$ cat config.mk
export PLATFORM = sky130hd
export DESIGN_NAME = dihtbl_ram
export DESIGN_NICKNAME = d
export VERILOG_FILES = /design/src/rtl/dihtbl_ram.sv
export SDC_FILE = /design/constraint.sdc
export NUM_CORES = 1
export LEC_CHECK = 0
export BUFFER_PORTS_ARGS = -buffer_cell sky130_fd_sc_hd__buf_2
export CAP_MARGIN = 20
export CORE_ASPECT_RATIO = 0.7
export CORE_MARGIN = 1.5
export CORE_UTILIZATION = 30
export DETAILED_ROUTE_END_ITERATION = 7
export PLACE_DENSITY = 0.43
export SETUP_SLACK_MARGIN = 0.4
export SLEW_MARGIN = 25
export SYNTH_ARGS = -nofsm -noshare
export SYNTH_HDL_FRONTEND = slang
export SYNTH_SLANG_ARGS = --single-unit
$ cat constraint.sdc
create_clock -name clk_i -period 4.11 [get_ports clk_i]
set_clock_uncertainty 0.2 [all_clocks]
set_input_delay 1.233 -clock clk_i [delete_from_list [all_inputs] [get_ports clk_i]]
set_output_delay 1.233 -clock clk_i [all_outputs]
set_load 0.01 [all_outputs]
$ cat src/rtl/dihtbl_ram.sv
// Generic single write port RAM with registered read.
module dihtbl_ram #(
  parameter int WIDTH = 8,
  parameter int DEPTH = 16
) (
  input  logic                     clk_i,
  input  logic                     we_i,
  input  logic [$clog2(DEPTH)-1:0] waddr_i,
  input  logic [WIDTH-1:0]         wdata_i,
  input  logic [$clog2(DEPTH)-1:0] raddr_i,
  output logic [WIDTH-1:0]         rdata_o
);

  logic [WIDTH-1:0] mem_q [DEPTH];
  logic [WIDTH-1:0] rdata_q;

  always_ff @(posedge clk_i) begin
    if (we_i) begin
      mem_q[waddr_i] <= wdata_i;
    end
    rdata_q <= mem_q[raddr_i];
  end

  assign rdata_o = rdata_q;

endmodule

# Word level (Yosys, flattened, before mapping)
# Memories as Yosys holds them, arrays and structs flattened. A register that Yosys moved wholly into a read port is not among the register bits.
# Cells that the tools add are included.
dict set report word_totals {
  reg_bits 0
  out_inout_bits 8
  word_cells 3
  ramBits 128
  mem_count 1
}
dict set report classes {
  n_mux 2
}
# memory depth width rd rd_ports_with_merged_regs wr line
set mem_list {}
lappend mem_list {mem_q 16 8 1 1 1 14} ;# logic [WIDTH-1:0] mem_q [DEPTH];
# operator count
set ops {}
lappend ops {{1-bit two-way mux} 2}

# Longest topological paths before layout
# Gate-level depths: netlist of run 1.
dict set report depth {
  depth_word 2
  ltp_mapped 5
  ltp_nobuf 3
}

# Worst setup path after synthesis of run 1
# No wires, ideal clock.
dict set report synth_path {
  kind {in2reg}
  from {in waddr_i[2]}
  to {mem mem_q[0][0] (enable)}
  arrival_ns 2.343
  cell_stages 2
  setup_slack_ns 1.184
  path_cell_list {or3b_2 -> nor3_1}
}
# element line
set synth_lines {}
lappend synth_lines {{start, declared} 8} ;# input logic [$clog2(DEPTH)-1:0] waddr_i,
lappend synth_lines {{end, declared} 14}
# No word-level cell before the write port.

==> impl_metrics.tcl, run 1 <==
set metrics [dict create \
    ys_warn_count 0 \
    fp.dieH_microns 112.6 \
    ant_nets 0 \
    finalSetupViolCount 0 \
    diodes 0 \
    multiInputGateArea_sq_mm 0.001057 \
    initial_utilization_pct 31.12 \
    cts_buffers 17 \
    syn2layout_area_growth_pct 20.61 \
    drc 0 \
    report.final.hold_viol_count 0 \
    dieArea_sq_mm 0.01797 \
    crit_type "primary input to register" \
    fin_crit_sh_pct 65.75 \
    antenna_found_initial 0 \
    hold_ws_ns 0.4704 \
    synth_area_per_cell_sq_um 22.48 \
    hold_path_class "register to register" \
    vias 2371 \
    nets 299 \
    row_count 39 \
    hold_start "mem_q[14][0]$_DFFE_PP_" \
    track_usage_pct 13.42 \
    grt_max_degree 22 \
    layout-drive-gt1-share_pct 31.97 \
    clock-sinks 136 \
    worst_slew_pin_slew_ns 0.8166 \
    grt_pass1_vias 2573 \
    dieWidth_microns 159.6 \
    place_area_sq_mm 0.005615 \
    maxSlewViolCount 0 \
    cts.htree.levels 4 \
    clock_latency_ns 0.41 \
    relSlewSlack_pct 45.45 \
    synth_area_sq_mm 0.005147 \
    post_cts_buffers 0 \
    cp.arrival_ns 2.79 \
    hold_buffers 0 \
    holdPathStages 3 \
    cts_root_buf "clkbuf_16" \
    drtPass1Iterations 4 \
    synth_seq_cells 136 \
    path_clk_slew_ns 0.06 \
    ioPinCount 26 \
    cts_tree "yes" \
    synth_cell_types 19 \
    drt-vias-per-instance 4.568 \
    design_area_sq_mm 0.006208 \
    synth_largest_area_cell "edfxtp_1" \
    cp.required_ns 4.20 \
    gp_congestion 0.6748 \
    wl_per_cell_microns 21.10 \
    period_needed_ns 2.702 \
    power_w 0.003213 \
    slowest_delay_ns 0.57 \
    fp.coreArea_sq_mm 0.01654 \
    r2r_start "mem_q[1][5]$_DFFE_PP_" \
    cp-startpoint "raddr_i[0]" \
    r2r_cells 3 \
    drt_iter0_drc 145 \
    numPortBuffers 25 \
    cp_max_fo 20 \
    synthCells 229 \
    slowest_stage "mux4_1" \
    yosys.area.top_type_share_pct 74.67 \
    setup_tns_ns 0 \
    ff_latch_area_sq_mm 0.004004 \
    cp_cell_sequence "buf_2 > buf_12 > mux4_1 > a22oi_1 > nand2_1" \
    peakVddDrop_v 0.0001850 \
    cap_violations 0 \
    rsz0062_at_grt "no" \
    grt_pass1_wl_mm 16.52 \
    status "finished, final reports clean" \
    ys_top_cells_by_area "edfxtp_1 (75%), mux4_2 (7.9%), mux4_1 (7.1%)" \
    start_kind "primary input" \
    fmax_ghz 0.3701 \
    crit_path_end_kind "register" \
    wirelength_mm 10.95 \
    dp_hpwl_mm 7.079 \
    leakage_nw 2.085 \
    nFillCells 1512 \
    p_per_area_mw_per_mm2 517.5 \
    cts_resized 0 \
    ctsLongestPathBuffers 2 \
    overflow 0 \
    yosysSeqAreaShare_pct 77.78 \
    syn-num-nets 247 \
]
Yosys cell counts (all sizes together):
library cell   instances
edfxtp               128
mux4                  32
a22oi                 16
nor2                  13
nand2                  9
dfxtp                  8
buf                    7
nor3                   4
clkdlybuf4s25          3
nand2b                 2
nand3b                 2
and2                   1
and2b                  1
nand3                  1
nor2b                  1
or3b                   1
power by group:
part | switching (W) | internal, W
Sequential | 0.00000984 | 0.00155
Clock | 0.000599 | 0.000907
Combinational | 0.0000858 | 0.0000605
layer usage:
metal	wire (microns)	up-vias	global-route usage, %
li1	-	1077	-
met1	5095	1221	18.51
met3	687	9	3.548
met5	0	-	0
met4	103	0	5.472
met2	5067	64	20.26
worst paths after layout:
check                       endpoint  slack [ns]
hold reg to reg   rdata_o[0]$_DFF_P_        0.47
hold / removal    rdata_o[0]$_DFF_P_        0.47
setup / recovery  rdata_o[5]$_DFF_P_        1.41
setup reg to reg  rdata_o[5]$_DFF_P_        2.59
sequential cells by signal (all words and copies together) (netlist names):
register,count
rdata_o,8
mem_q,128
through the flow:
step | cells | setup slack (ns) | util [%]
4_1_cts | 519 | 1.357 | 37.53
5_1_grt | 519 | 1.318 | 37.53
6_report | 519 | 1.408 | 37.53
3_3_place_gp | 487 | 0.9167 | 33.95
3_5_place_dp | 487 | 0.9239 | 33.95
2_1_floorplan | 229 | 1.184 | -
layout by cell type (no fill, tap or decap):
master / count
inv_8: 1
or3b_2: 1
buf_2: 25
mux4_2: 18
and2b_1: 1
nand2b_1: 2
nand3b_1: 2
a22oi_1: 16
clkbuf_16: 17
clkinv_2: 2
nor3_1: 4
inv_6: 5
dfxtp_1: 8
buf_12: 1
nor2_1: 13
nor2b_1: 1
clkinv_4: 4
mux4_1: 14
edfxtp_1: 128
nand2_1: 9
bufinv_16: 2
buf_4: 17
and2_1: 1
clkinvlp_4: 1
nand3_1: 1
area by class of cell:
class | instances | share of cell area (%)
Clock inverter | 15 | 2.701
Timing Repair Buffer | 43 | 4.393
Multi-Input combinational cell | 83 | 17.03
Sequential cell | 136 | 64.49
Clock buffer | 17 | 6.852
Tap cell | 225 | 4.534
cell families (layout without fill, tap and decap cells):
kind of cell	after synthesis	after routing	synth area share [%]
buf+inv	10	75	1.677
compound gates	16	16	2.334
simple gates	35	35	3.184
flops	136	136	77.78
mux	32	32	15.02
critical path: cells and delay by family:
family                 cells  cell delay, ns
AO/OA/AOI/OAI              1            0.26
AND/OR/NAND/NOR            1            0.09
multiplexers               1            0.57
buffers and inverters      2            0.62
(Power assumes the default switching activity.)
==> run 2, diff against run 1 <==
--- a/config.mk
+++ b/config.mk
@@ -11,7 +11,7 @@
 export CORE_MARGIN = 1.5
 export CORE_UTILIZATION = 30
 export DETAILED_ROUTE_END_ITERATION = 7
-export PLACE_DENSITY = 0.43
+export PLACE_DENSITY = 0.44
 export SETUP_SLACK_MARGIN = 0.4
 export SLEW_MARGIN = 25
 export SYNTH_ARGS = -nofsm -noshare
==> constraint.sdc (replaced) <==
create_clock -name clk_i -period 2.46 [get_ports clk_i]
set_clock_uncertainty 0.2 [all_clocks]
set_input_delay 0.738 -clock clk_i [delete_from_list [all_inputs] [get_ports clk_i]]
set_output_delay 0.738 -clock clk_i [all_outputs]
set_load 0.01 [all_outputs]
==> run 2 against run 1 <==
  * Die area did not move
  * Sequential share of layout area fell by 1.7 points
  * Largest power group is now clock
  * First-iteration DRC count fell by 6.2%
  * Routed wire length rose by 0.11%
==> impl_metrics.tcl, run 2 (synthesis gave the netlist of run 1 again) <==
set metrics [dict create \
    status "finished, final reports clean" \
    cts_buffers 17 \
    clock-sinks 136 \
    peakVddDrop_v 0.0004335 \
    fp.dieH_microns 112.6 \
    cp_cell_sequence "buf_2 > buf_12 > buf_4 > mux4_1 > a22oi_2 > nand2_1" \
    cp.required_ns 2.55 \
    row_count 39 \
    cts_tree "yes" \
    drt_iter0_drc 136 \
    relSlewSlack_pct 54.05 \
    drc 0 \
    cts_resized 0 \
    pre_cts_ws_ns -0.002230 \
    nets 303 \
    cp_max_fo 10 \
    wl_met1_mm 5.831 \
    critPathTopFamily "multiplexers" \
    ant_nets 0 \
    final_cells 524 \
    p_sw_share_pct 18.82 \
    crit_path_end_kind "register" \
    worst_slew_pin_slew_ns 0.6867 \
    p_int_w 0.004695 \
    crit_type "primary input to register" \
    fmax_ghz 0.5067 \
    ctsLongestPathBuffers 2 \
    maxSlewViolCount 0 \
    grt_pass1_vias 2580 \
    dp_hpwl_mm 7.328 \
    slowest_stage "mux4_1" \
    critPathBufInv 3 \
    rsz0062_at_grt "yes" \
    fin_crit_sh_pct 80.22 \
    layout_common_cells "edfxtp_1 (128), buf_2 (25), buf_4 (19)" \
    report.final.hold_viol_count 0 \
    gp_congestion 0.6748 \
    cap_violations 0 \
    p_sw_w 0.001089 \
    wl_met2_mm 4.574 \
    numPortBuffers 25 \
    power_frac_seq_pct 45.1 \
    period_needed_ns 1.973 \
    vias 2383 \
    start_kind "primary input" \
    dp.cells 491 \
    wl_per_cell_microns 20.93 \
    clock_latency_ns 0.41 \
    largest_reg_flops 128 \
    cts_root_buf "clkbuf_16" \
    overflow 0 \
    initial_utilization_pct 31.12 \
    path_clk_slew_ns 0.06 \
    fp.coreArea_sq_mm 0.01654 \
    p_clk_share_pct 50.4 \
    hold_path_class "register to register" \
    grt_pass1_wl_mm 16.51 \
    wirelength_mm 10.97 \
    p_per_area_mw_per_mm2 906.3 \
    leakage_nw 2.155 \
    dieWidth_microns 159.6 \
    final_util_pct 38.57 \
    comb_power_share_pct 4.4 \
    regMostFlops "mem_q" \
    dieArea_sq_mm 0.01797 \
    layout-drive-gt1-share_pct 33.89 \
    met3_wirelength_microns 422 \
    finalSetupViolCount 0 \
    grt_max_degree 33 \
    finalWorstSetupSlack_ns 0.4866 \
    antenna_found_initial 1 \
    setup_tns_ns 0 \
    drtPass1Iterations 4 \
    slowest_delay_ns 0.56 \
    cp.arrival_ns 2.06 \
    cts.htree.levels 4 \
    track_usage_pct 13.36 \
    syn2layout_area_growth_pct 23.97 \
    top_layer_used "met4" \
    drt-vias-per-instance 4.548 \
    hold_buffers 0 \
    final_common_cell "edfxtp_1" \
    ioPinCount 26 \
    post_cts_buffers 0 \
]
-- run 2: cell count changes in the layout (fill, tap and decap cells not counted), sizes merged --
| cell | change |
|---|---|
| buf | +4 |
| bufinv | +5 |
| clkbuf | +1 |
| clkinv | -1 |
| diode | +1 |
| inv | -5 |
-- run 2: metal layers --
metal	global-route usage, %	up-vias
li1	-	1087
met1	19.67	1240
met2	18.31	42
met3	4.287	14
met4	4.906	0
met5	0	-
-- run 2: layout make-up --
cell class,instances,area (sq um)
Tap cell,225,281.5
Clock buffer,18,429.2
Clock inverter,14,251.5
Multi-Input combinational cell,83,1094
Sequential cell,136,4004
Timing Repair Buffer,47,319.1
Antenna cell,1,2.502
Fill cell,1492,10160
-- run 2: tightest hold or removal path, stage by stage, from the launching register on --
cell      delay, ns
edfxtp_1       0.31
mux4_2         0.22
a22oi_1        0.06
nand2_1        0.05
-- run 2: final timing paths --
path              slack [ns]  cells past startpoint                   start                  to
setup / recovery        0.49                      6              raddr_i[0]  rdata_o[0]$_DFF_P_
hold / removal          0.47                      3  mem_q[12][6]$_DFFE_PP_  rdata_o[6]$_DFF_P_
setup reg to reg        0.92                      3   mem_q[5][0]$_DFFE_PP_  rdata_o[0]$_DFF_P_
hold reg to reg         0.47                      3  mem_q[12][6]$_DFFE_PP_  rdata_o[6]$_DFF_P_
-- run 2: through the flow --
step           cell area [sq um]  hold WS (ns)  power (W)
4_1_cts                     6370        0.4696   0.005833
6_report                    6381        0.4682   0.005783
2_1_floorplan               5186        0.4293   0.002793
3_5_place_dp                5689        0.4548   0.002919
3_3_place_gp                5689        0.4545   0.002918
5_1_grt                     6379        0.5097   0.005973
-- run 2: power by group through the flow --
stage / clock network, W / logic, W / registers [W]
3_5_place_dp: 0 / 0.000260 / 0.00266
5_1_grt: 0.00308 / 0.000281 / 0.00261
2_1_floorplan: 0 / 0.000136 / 0.00266
6_report: 0.00292 / 0.000256 / 0.00261
4_1_cts: 0.00296 / 0.000260 / 0.00261
3_3_place_gp: 0 / 0.000259 / 0.00266
