$ cat src/rtl/dihtbl_pkg.sv
// Shared types and constants of the dual index handle table.
package dihtbl_pkg;

  localparam logic [63:0] GOLDEN     = 64'd11400714819323198485;
  localparam int          MAX_DEPTH  = 8;
  localparam logic [3:0]  TAG_HANDLE = 4'd1;

  typedef enum logic [2:0] {
    CMD_PUT      = 3'd0,
    CMD_GET      = 3'd1,
    CMD_ANCESTOR = 3'd2,
    CMD_DROP     = 3'd3,
    CMD_SUBTREE  = 3'd4,
    CMD_BELOW    = 3'd5,
    CMD_BY_KEY   = 3'd6,
    CMD_CLEAR    = 3'd7
  } cmd_e;

  localparam logic [1:0] ST_OK   = 2'd0;
  localparam logic [1:0] ST_MISS = 2'd1;
  localparam logic [1:0] ST_FULL = 2'd2;

  typedef struct packed {
    logic [3:0]  tag;
    logic [63:0] owner;
    logic [63:0] key;
    logic [63:0] id;
  } entry_t;

  typedef struct packed {
    logic [2:0]  command;
    logic [63:0] handle_id;
    logic [63:0] object_key;
    logic [3:0]  type_tag;
    logic [63:0] owner_id;
  } cmd_item_t;

  typedef struct packed {
    logic [63:0] result_value;
    logic [1:0]  status;
    logic [8:0]  live_entries;
  } rsp_item_t;

  typedef struct packed {
    logic        start;
    logic [63:0] key;
  } hash_req_t;

endpackage

$ cat src/rtl/dihtbl_hash.sv
// Multi-cycle Fibonacci hash reduced modulo the table size.
module dihtbl_hash #(
  parameter int TABLE_SLOTS = 256
) (
  input  logic                           clk_i,
  input  logic                           rst_ni,
  input  dihtbl_pkg::hash_req_t          req_i,
  output logic                           done_o,
  output logic [$clog2(TABLE_SLOTS)-1:0] slot_o
);
  import dihtbl_pkg::*;

  localparam int AW = $clog2(TABLE_SLOTS);
  localparam logic [AW:0] SLOTS_W = (AW+1)'(TABLE_SLOTS);

  logic          busy_q, done_q;
  logic [3:0]    ph_q;
  logic [63:0]   x_q, prod_q;
  logic [31:0]   acc_q;
  logic [AW-1:0] rem_q, rem_d;
  logic [31:0]   mul_a, mul_b;
  logic [63:0]   mul_p;

  // 64-bit product low half from three 32x32 partial products, one a cycle
  assign mul_a = (ph_q == 4'd1) ? x_q[63:32] : x_q[31:0];
  assign mul_b = (ph_q == 4'd2) ? GOLDEN[63:32] : GOLDEN[31:0];
  assign mul_p = mul_a * mul_b;

  // reduce four bits of the hash a cycle, most significant first
  always_comb begin
    logic [AW:0]   t;
    logic [AW-1:0] r;
    r = rem_q;
    for (int k = 0; k < 4; k++) begin
      t = {r, acc_q[31-k]};
      if (t >= SLOTS_W) begin
        t = t - SLOTS_W;
      end
      r = t[AW-1:0];
    end
    rem_d = r;
  end

  always_ff @(posedge clk_i or negedge rst_ni) begin
    if (!rst_ni) begin
      busy_q <= 1'b0;
      done_q <= 1'b0;
      ph_q   <= '0;
    end else begin
      done_q <= 1'b0;
      if (!busy_q) begin
        if (req_i.start) begin
          busy_q <= 1'b1;
          ph_q   <= '0;
        end
      end else begin
        ph_q <= ph_q + 4'd1;
        if (ph_q == 4'd11) begin
          busy_q <= 1'b0;
          done_q <= 1'b1;
        end
      end
    end
  end

  always_ff @(posedge clk_i) begin
    if (!busy_q) begin
      x_q <= req_i.key;
    end else begin
      case (ph_q)
        4'd0: prod_q <= mul_p;
        4'd1: begin
          acc_q  <= prod_q[63:32];
          prod_q <= mul_p;
        end
        4'd2: begin
          acc_q  <= acc_q + prod_q[31:0];
          prod_q <= mul_p;
        end
        4'd3: begin
          acc_q <= acc_q + prod_q[31:0];
          rem_q <= '0;
        end
        default: begin
          rem_q <= rem_d;
          acc_q <= acc_q << 4;
        end
      endcase
    end
  end

  assign done_o = done_q;
  assign slot_o = rem_q;

endmodule

$ cat config.mk
export PLATFORM = sky130hd
export DESIGN_NAME = dihtbl_hash
export DESIGN_NICKNAME = d
export VERILOG_FILES = /design/src/rtl/dihtbl_pkg.sv /design/src/rtl/dihtbl_hash.sv
export SDC_FILE = /design/constraint.sdc
export NUM_CORES = 2
export LEC_CHECK = 0
export BUFFER_PORTS_ARGS = -buffer_cell sky130_fd_sc_hd__buf_2
export CAP_MARGIN = 0
export CORE_MARGIN = 2
export CORE_UTILIZATION = 45
export DETAILED_ROUTE_END_ITERATION = 12
export PLACE_DENSITY = 0.61
export SLEW_MARGIN = 20
export SYNTH_ARGS = -nofsm -noshare
export SYNTH_HDL_FRONTEND = slang
export SYNTH_SLANG_ARGS = --single-unit
$ cat constraint.sdc
create_clock -name clk_i -period 10.3 [get_ports clk_i]
set_input_delay 2.06 -clock clk_i [delete_from_list [all_inputs] [get_ports clk_i]]
set_output_delay 2.06 -clock clk_i [all_outputs]
set_load 0.02 [all_outputs]
# [Word-level counts from Yosys, hierarchy flattened]
# Cells that the tools add are included.
[op_classes] bitwise=2 multipliers=1 n_addsub=6 reduce_logical=7 n_lt_le_gt_ge=4 muxes=15 n_eq_ne=4
[ops] operator="32-bit one-hot mux with 3 select lines" count=1
[ops] operator="32-bit by 32-bit multiplier with 64-bit output" count=1
[ops] operator="32-bit 2-to-1 mux" count=2
[ops] operator="9-bit >= comparator, second input constant" count=4
[ops] operator="32-bit adder" count=1
[ops] operator="8-bit 2-to-1 mux" count=4
[ops] operator="8-bit by 1-bit subtractor with 8-bit output, second input constant" count=4
[ops] operator="8-bit one-hot mux with 2 select lines" count=1
[ops] operator="4-bit by 2-bit equality test with 1-bit output, second input constant" count=2
[ops] operator="4-bit 2-to-1 mux" count=2
[ops] operator="2-bit AND reduction" count=3
[ops] operator="1-bit 2-to-1 mux" count=5
[ops] operator="4-bit by 1-bit adder with 4-bit output, second input constant" count=1
[ops] operator="4-bit by 1-bit equality test with 1-bit output, second input constant" count=1
[ops] operator="4-bit equality test, second input constant" count=1
[ops] operator="4-bit logical NOT" count=1
[ops] operator="3-bit OR reduction" count=1
[ops] operator="1-bit NOT" count=2
[ops] operator="2-bit nonzero test" count=1
[ops] operator="2-bit OR reduction" count=1
[totals] output_inout_bits=9 regBits=174 input_bits=67 elab_cells=46

# [Logic depth before layout (Yosys ltp)]
[logic_depth] depth_word=9 depth_mapped=36 ltp_nobuf=33

# [Worst setup path after synthesis]
# No wires, ideal clock.
[synth_timing] kind="register -> register" start="register ph_q[2]" end="register prod_q[48] (data pin)" arrival_time_ns=8.189 synth_period_minus_slack_ns=8.448 setup_time_ns=0.260 required_time_ns=10.040 stages_incl_launch_ff=33 setup_slack_ns=1.852 path_buffers=4 cell_sequence="dfrtp_1 -> nor2_1 -> and2_1 -> buf_4 -> buf_2 -> buf_2 -> mux2i_1 -> inv_1 -> nand2_1 -> inv_1 -> ha_1 -> fa_1 -> fa_1 -> inv_1 -> fa_1 -> inv_1 -> fa_1 -> fa_1 -> fa_1 -> inv_1 -> fa_1 -> inv_1 -> ha_1 -> buf_2 -> a21oi_1 -> o21ai_0 -> a221o_1 -> a211o_1 -> a21oi_2 -> nand2_1 -> a41o_1 -> a21oi_2 -> xnor2_1"
[synth_between] elab_chain_len=3 elab_cells_between_ends=5 cone_classes="mul: 1; eq/ne: 2; mux: 2"
[synth_rtl] item="start, declared" line_no="dihtbl_hash.sv:17" source="logic [3:0] ph_q;"
[synth_rtl] item="start signal, assigned" line_no="dihtbl_hash.sv:57" source="ph_q <= ph_q + 4'd1;"
[synth_rtl] item="4-bit by 1-bit equality test with 1-bit output / 4-bit by 2-bit equality test with 1-bit output (equally long branches)" line_no="dihtbl_hash.sv:25, dihtbl_hash.sv:26"
[synth_rtl] item="32-bit 2-to-1 mux, on equally long branches" line_no="dihtbl_hash.sv:25, dihtbl_hash.sv:26"
[synth_rtl] item="32-bit by 32-bit multiplier with 64-bit output *" line_no="dihtbl_hash.sv:27" source="assign mul_p = mul_a * mul_b;"
[synth_rtl] item="net mul_p[48]" line_no="dihtbl_hash.sv:22" source="logic [63:0] mul_p;"
[synth_rtl] item="end signal, assigned" line_no="dihtbl_hash.sv:71" source="4'd0: prod_q <= mul_p;"
[synth_rtl] item="end signal, assigned" line_no="dihtbl_hash.sv:74" source="prod_q <= mul_p;"
[synth_rtl] item="end signal, assigned" line_no="dihtbl_hash.sv:78" source="prod_q <= mul_p;"
[synth_rtl] item="end, declared" line_no="dihtbl_hash.sv:18" source="logic [63:0] x_q, prod_q;"
# The timed path passes the listed nets; every way through them passes the cells marked *.
# A chain may end at the register's enable or synchronous reset.

# [Worst setup path in the final report]
# Ends and elaborated chain as after synthesis.

==> impl_metrics.json <==
{
  "firstDrtPassIters": 5,
  "avgSynthCellArea_um2": 9.789,
  "arrival_ps": 9890,
  "hp-class": "flop to flop",
  "dp.final_hpwl_mm": 85.92,
  "finalNetCount": 4572,
  "initial_core_util_pct": 45.64,
  "synthSimpleGateAreaFrac_pct": 7.561,
  "required_ps": 10520,
  "synthXorXnorAreaFrac_pct": 3.486,
  "routed_wl_mm": 98.89,
  "detail-route-antenna-nets": 0,
  "synth-seq-cells": 174,
  "dr.first_iter.drc_count": 1849,
  "crit_type": "flop to flop",
  "status": "finished clean",
  "cts-root-buf": "clkbuf_16",
  "cts_tree": "yes",
  "final_cell_area_mm2": 0.03558,
  "grt_max_degree": 65,
  "clkSlewWorstSetupHoldPaths_ps": 80,
  "drc": 0,
  "synth_top_area_share_pct": 34.87,
  "max_slew_margin_pct": 40.70,
  "slew_viol_final": 0,
  "fillers": 6906,
  "synth.most_common_cell": "inv_1",
  "cts_buffer_depth": 2,
  "grt_use_total_pct": 26.29,
  "yosys_most_used_dff": "edfxtp_1",
  "cts_buffers": 17,
  "multi_input_area_mm2": 0.02453,
  "ys_seq_area_share_pct": 15.55,
  "clock.fmax_ghz": 0.1034,
  "drv_cap": 0,
  "cp_common_cell": "fa_1",
  "crit_path_max_fanout": 27,
  "ios": 76,
  "grt_pass1_wl_mm": 148.4,
  "netlist_top_cells_count": "892 x inv_1, 582 x fa_1, 458 x ha_1, 193 x nor2_1, 186 x nand2_1",
  "synthMuxAreaShare_pct": 1.187,
  "synth_fa_ha_area_share_pct": 52.02,
  "rsz0062_at_grt": "no",
  "hold_viol_final": 0,
  "placed_cell_area_mm2": 0.03495,
  "cp-end-kind": "flop",
  "ys_top_cells_by_area": "fa_1 35%, ha_1 17%, edfxtp_1 15%",
  "coreArea_mm2": 0.07321,
  "port_buffers": 75,
  "die_h_um": 276.5,
  "drive_above_1_share_pct": 5.750,
  "tightest_slew_ps": 889.5,
  "finalCritPeriodShare_pct": 93.88,
  "fin_setup_tns_ps": 0,
  "fin_skew_ps": 34.06,
  "min_period_ps": 9670,
  "synth_edf_count": 168,
  "dr_total_vias": 23540,
  "postCtsSetupBuffers": 0,
  "setup_viol": 0,
  "placementRows": 99,
  "start_kind": "flop",
  "synthToLayoutAreaGrowth_pct": 6.501,
  "synthArstFlopShare_pct": 3.448,
  "cpPeakStageDelay_ps": 680,
  "grt_pass1_vias": 24210,
  "wire_per_inst_um": 22.28,
  "overflow": 0,
  "antenna_found_initial": 0,
  "syn-cell-area_mm2": 0.03341,
  "ys_types": 76,
  "hold-worst-slack_ps": 552.6,
  "yosys_warnings": 0,
  "synth-compound-area-share_pct": 8.692,
  "vias_per_cell": 5.304,
  "crit_slowest_cell": "and2_4",
  "h-tree-depth": 4,
  "finalCoreUtilization_pct": 48.61,
  "clk_latency_ps": 510,
  "cts.sinks": 174,
  "die_x_um": 276.5,
  "seq_area_mm2": 0.005195,
  "syn_inst": 3413,
  "die-area_mm2": 0.07644,
  "synth_largest_area_cell": "fa_1",
  "synth_top_family_by_area": "adder cells",
  "gp_congestion": 0.9803
}
==> layout by cell type, fill, tap and decap left out, types with 17 or more instances in the layout <==
| master | instances |
|---|---|
| a22oi_1 | 25 |
| o21bai_1 | 21 |
| nand2b_1 | 19 |
| nand3_1 | 22 |
| a21o_1 | 57 |
| buf_2 | 75 |
| nor2_1 | 193 |
| fa_1 | 582 |
| nor3_1 | 38 |
| buf_4 | 37 |
| nand2_1 | 185 |
| xnor2_1 | 102 |
| and3_1 | 18 |
| clkbuf_16 | 17 |
| inv_1 | 891 |
| a21oi_1 | 138 |
| ha_1 | 458 |
| edfxtp_1 | 168 |
| nand4_1 | 24 |
| xor2_1 | 31 |
| o21ai_0 | 113 |
| conb_1 | 34 |
==> per-stage QoR <==
stage,instances,worst slack [ps]
after floorplan,3445,1852
after CTS,4437,395.2
final,4438,630.4
after global routing,4437,72.52
after detailed placement,4405,473.5
after global placement,4405,588.6
==> worst paths after layout <==
kind	start	endpoint	slack, ps	depth (start not counted)
worst max-delay path	ph_q[2]	prod_q[48]	630	28
worst min-delay path	prod_q[32]	acc_q[0]	550	1
worst max register to register	ph_q[2]	prod_q[48]	630	28
worst min register to register	prod_q[32]	acc_q[0]	550	1
max in group asynchronous	rst_ni	ph_q[1]	8780	1
min in group asynchronous	rst_ni	done_o	1370	1
==> layout make-up <==
type                       count  share of cell area (%)
clock buffer                  17                   1.196
sequential                   174                   14.60
antenna                        1                0.007033
timing repair buffer         113                   1.892
inverter                     896                   9.455
clock inverter                15                  0.5450
multi-input combinational   2263                   68.93
tap                          959                   3.372
==> logic make-up after synthesis <==
logic type / count (synthesis)
and+or+nand+nor: 563
xor gates and xnor gates: 133
muxes: 36
buffers and inverters: 1008
AOI/OAI and AO/OA: 457
DFF: 174
other: 2
adders and majority gates: 1040
==> state kept, by name, summed over array words and instances, names as in the netlist <==
signal,flops
acc_q,32
ph_q,4
x_q,64
prod_q,64
done_o,1
slot_o,8
busy_q,1
==> timing repair <==
item	in CTS	in global routing
endpoints found under the hold margin	0	0
resized for setup	0	1
endpoints found under the setup margin	0	7
hold buffers	0	0
==> layer usage <==
layer | GRT usage (%) | vias to the layer above | part of all wire, %
li1 | - | 10780 | -
met1 | 35.89 | 11830 | 43
met2 | 42.89 | 805 | 47
met3 | 3.743 | 127 | 6.0
met4 | 9.164 | 0 | 3.6
met5 | 0 | - | 0
==> critical path, delay by kind of cell (launching register included) <==
family	cells	cell delay, ps
simple gates	4	1530
mux	1	650
xor+xnor	1	90
compound gates	7	1630
fa+ha+maj	9	4190
buf+inv	6	840
flops	1	410
Power is not shown: default switching activity piles up to over one toggle a cycle in this logic, so the estimate is an artifact.
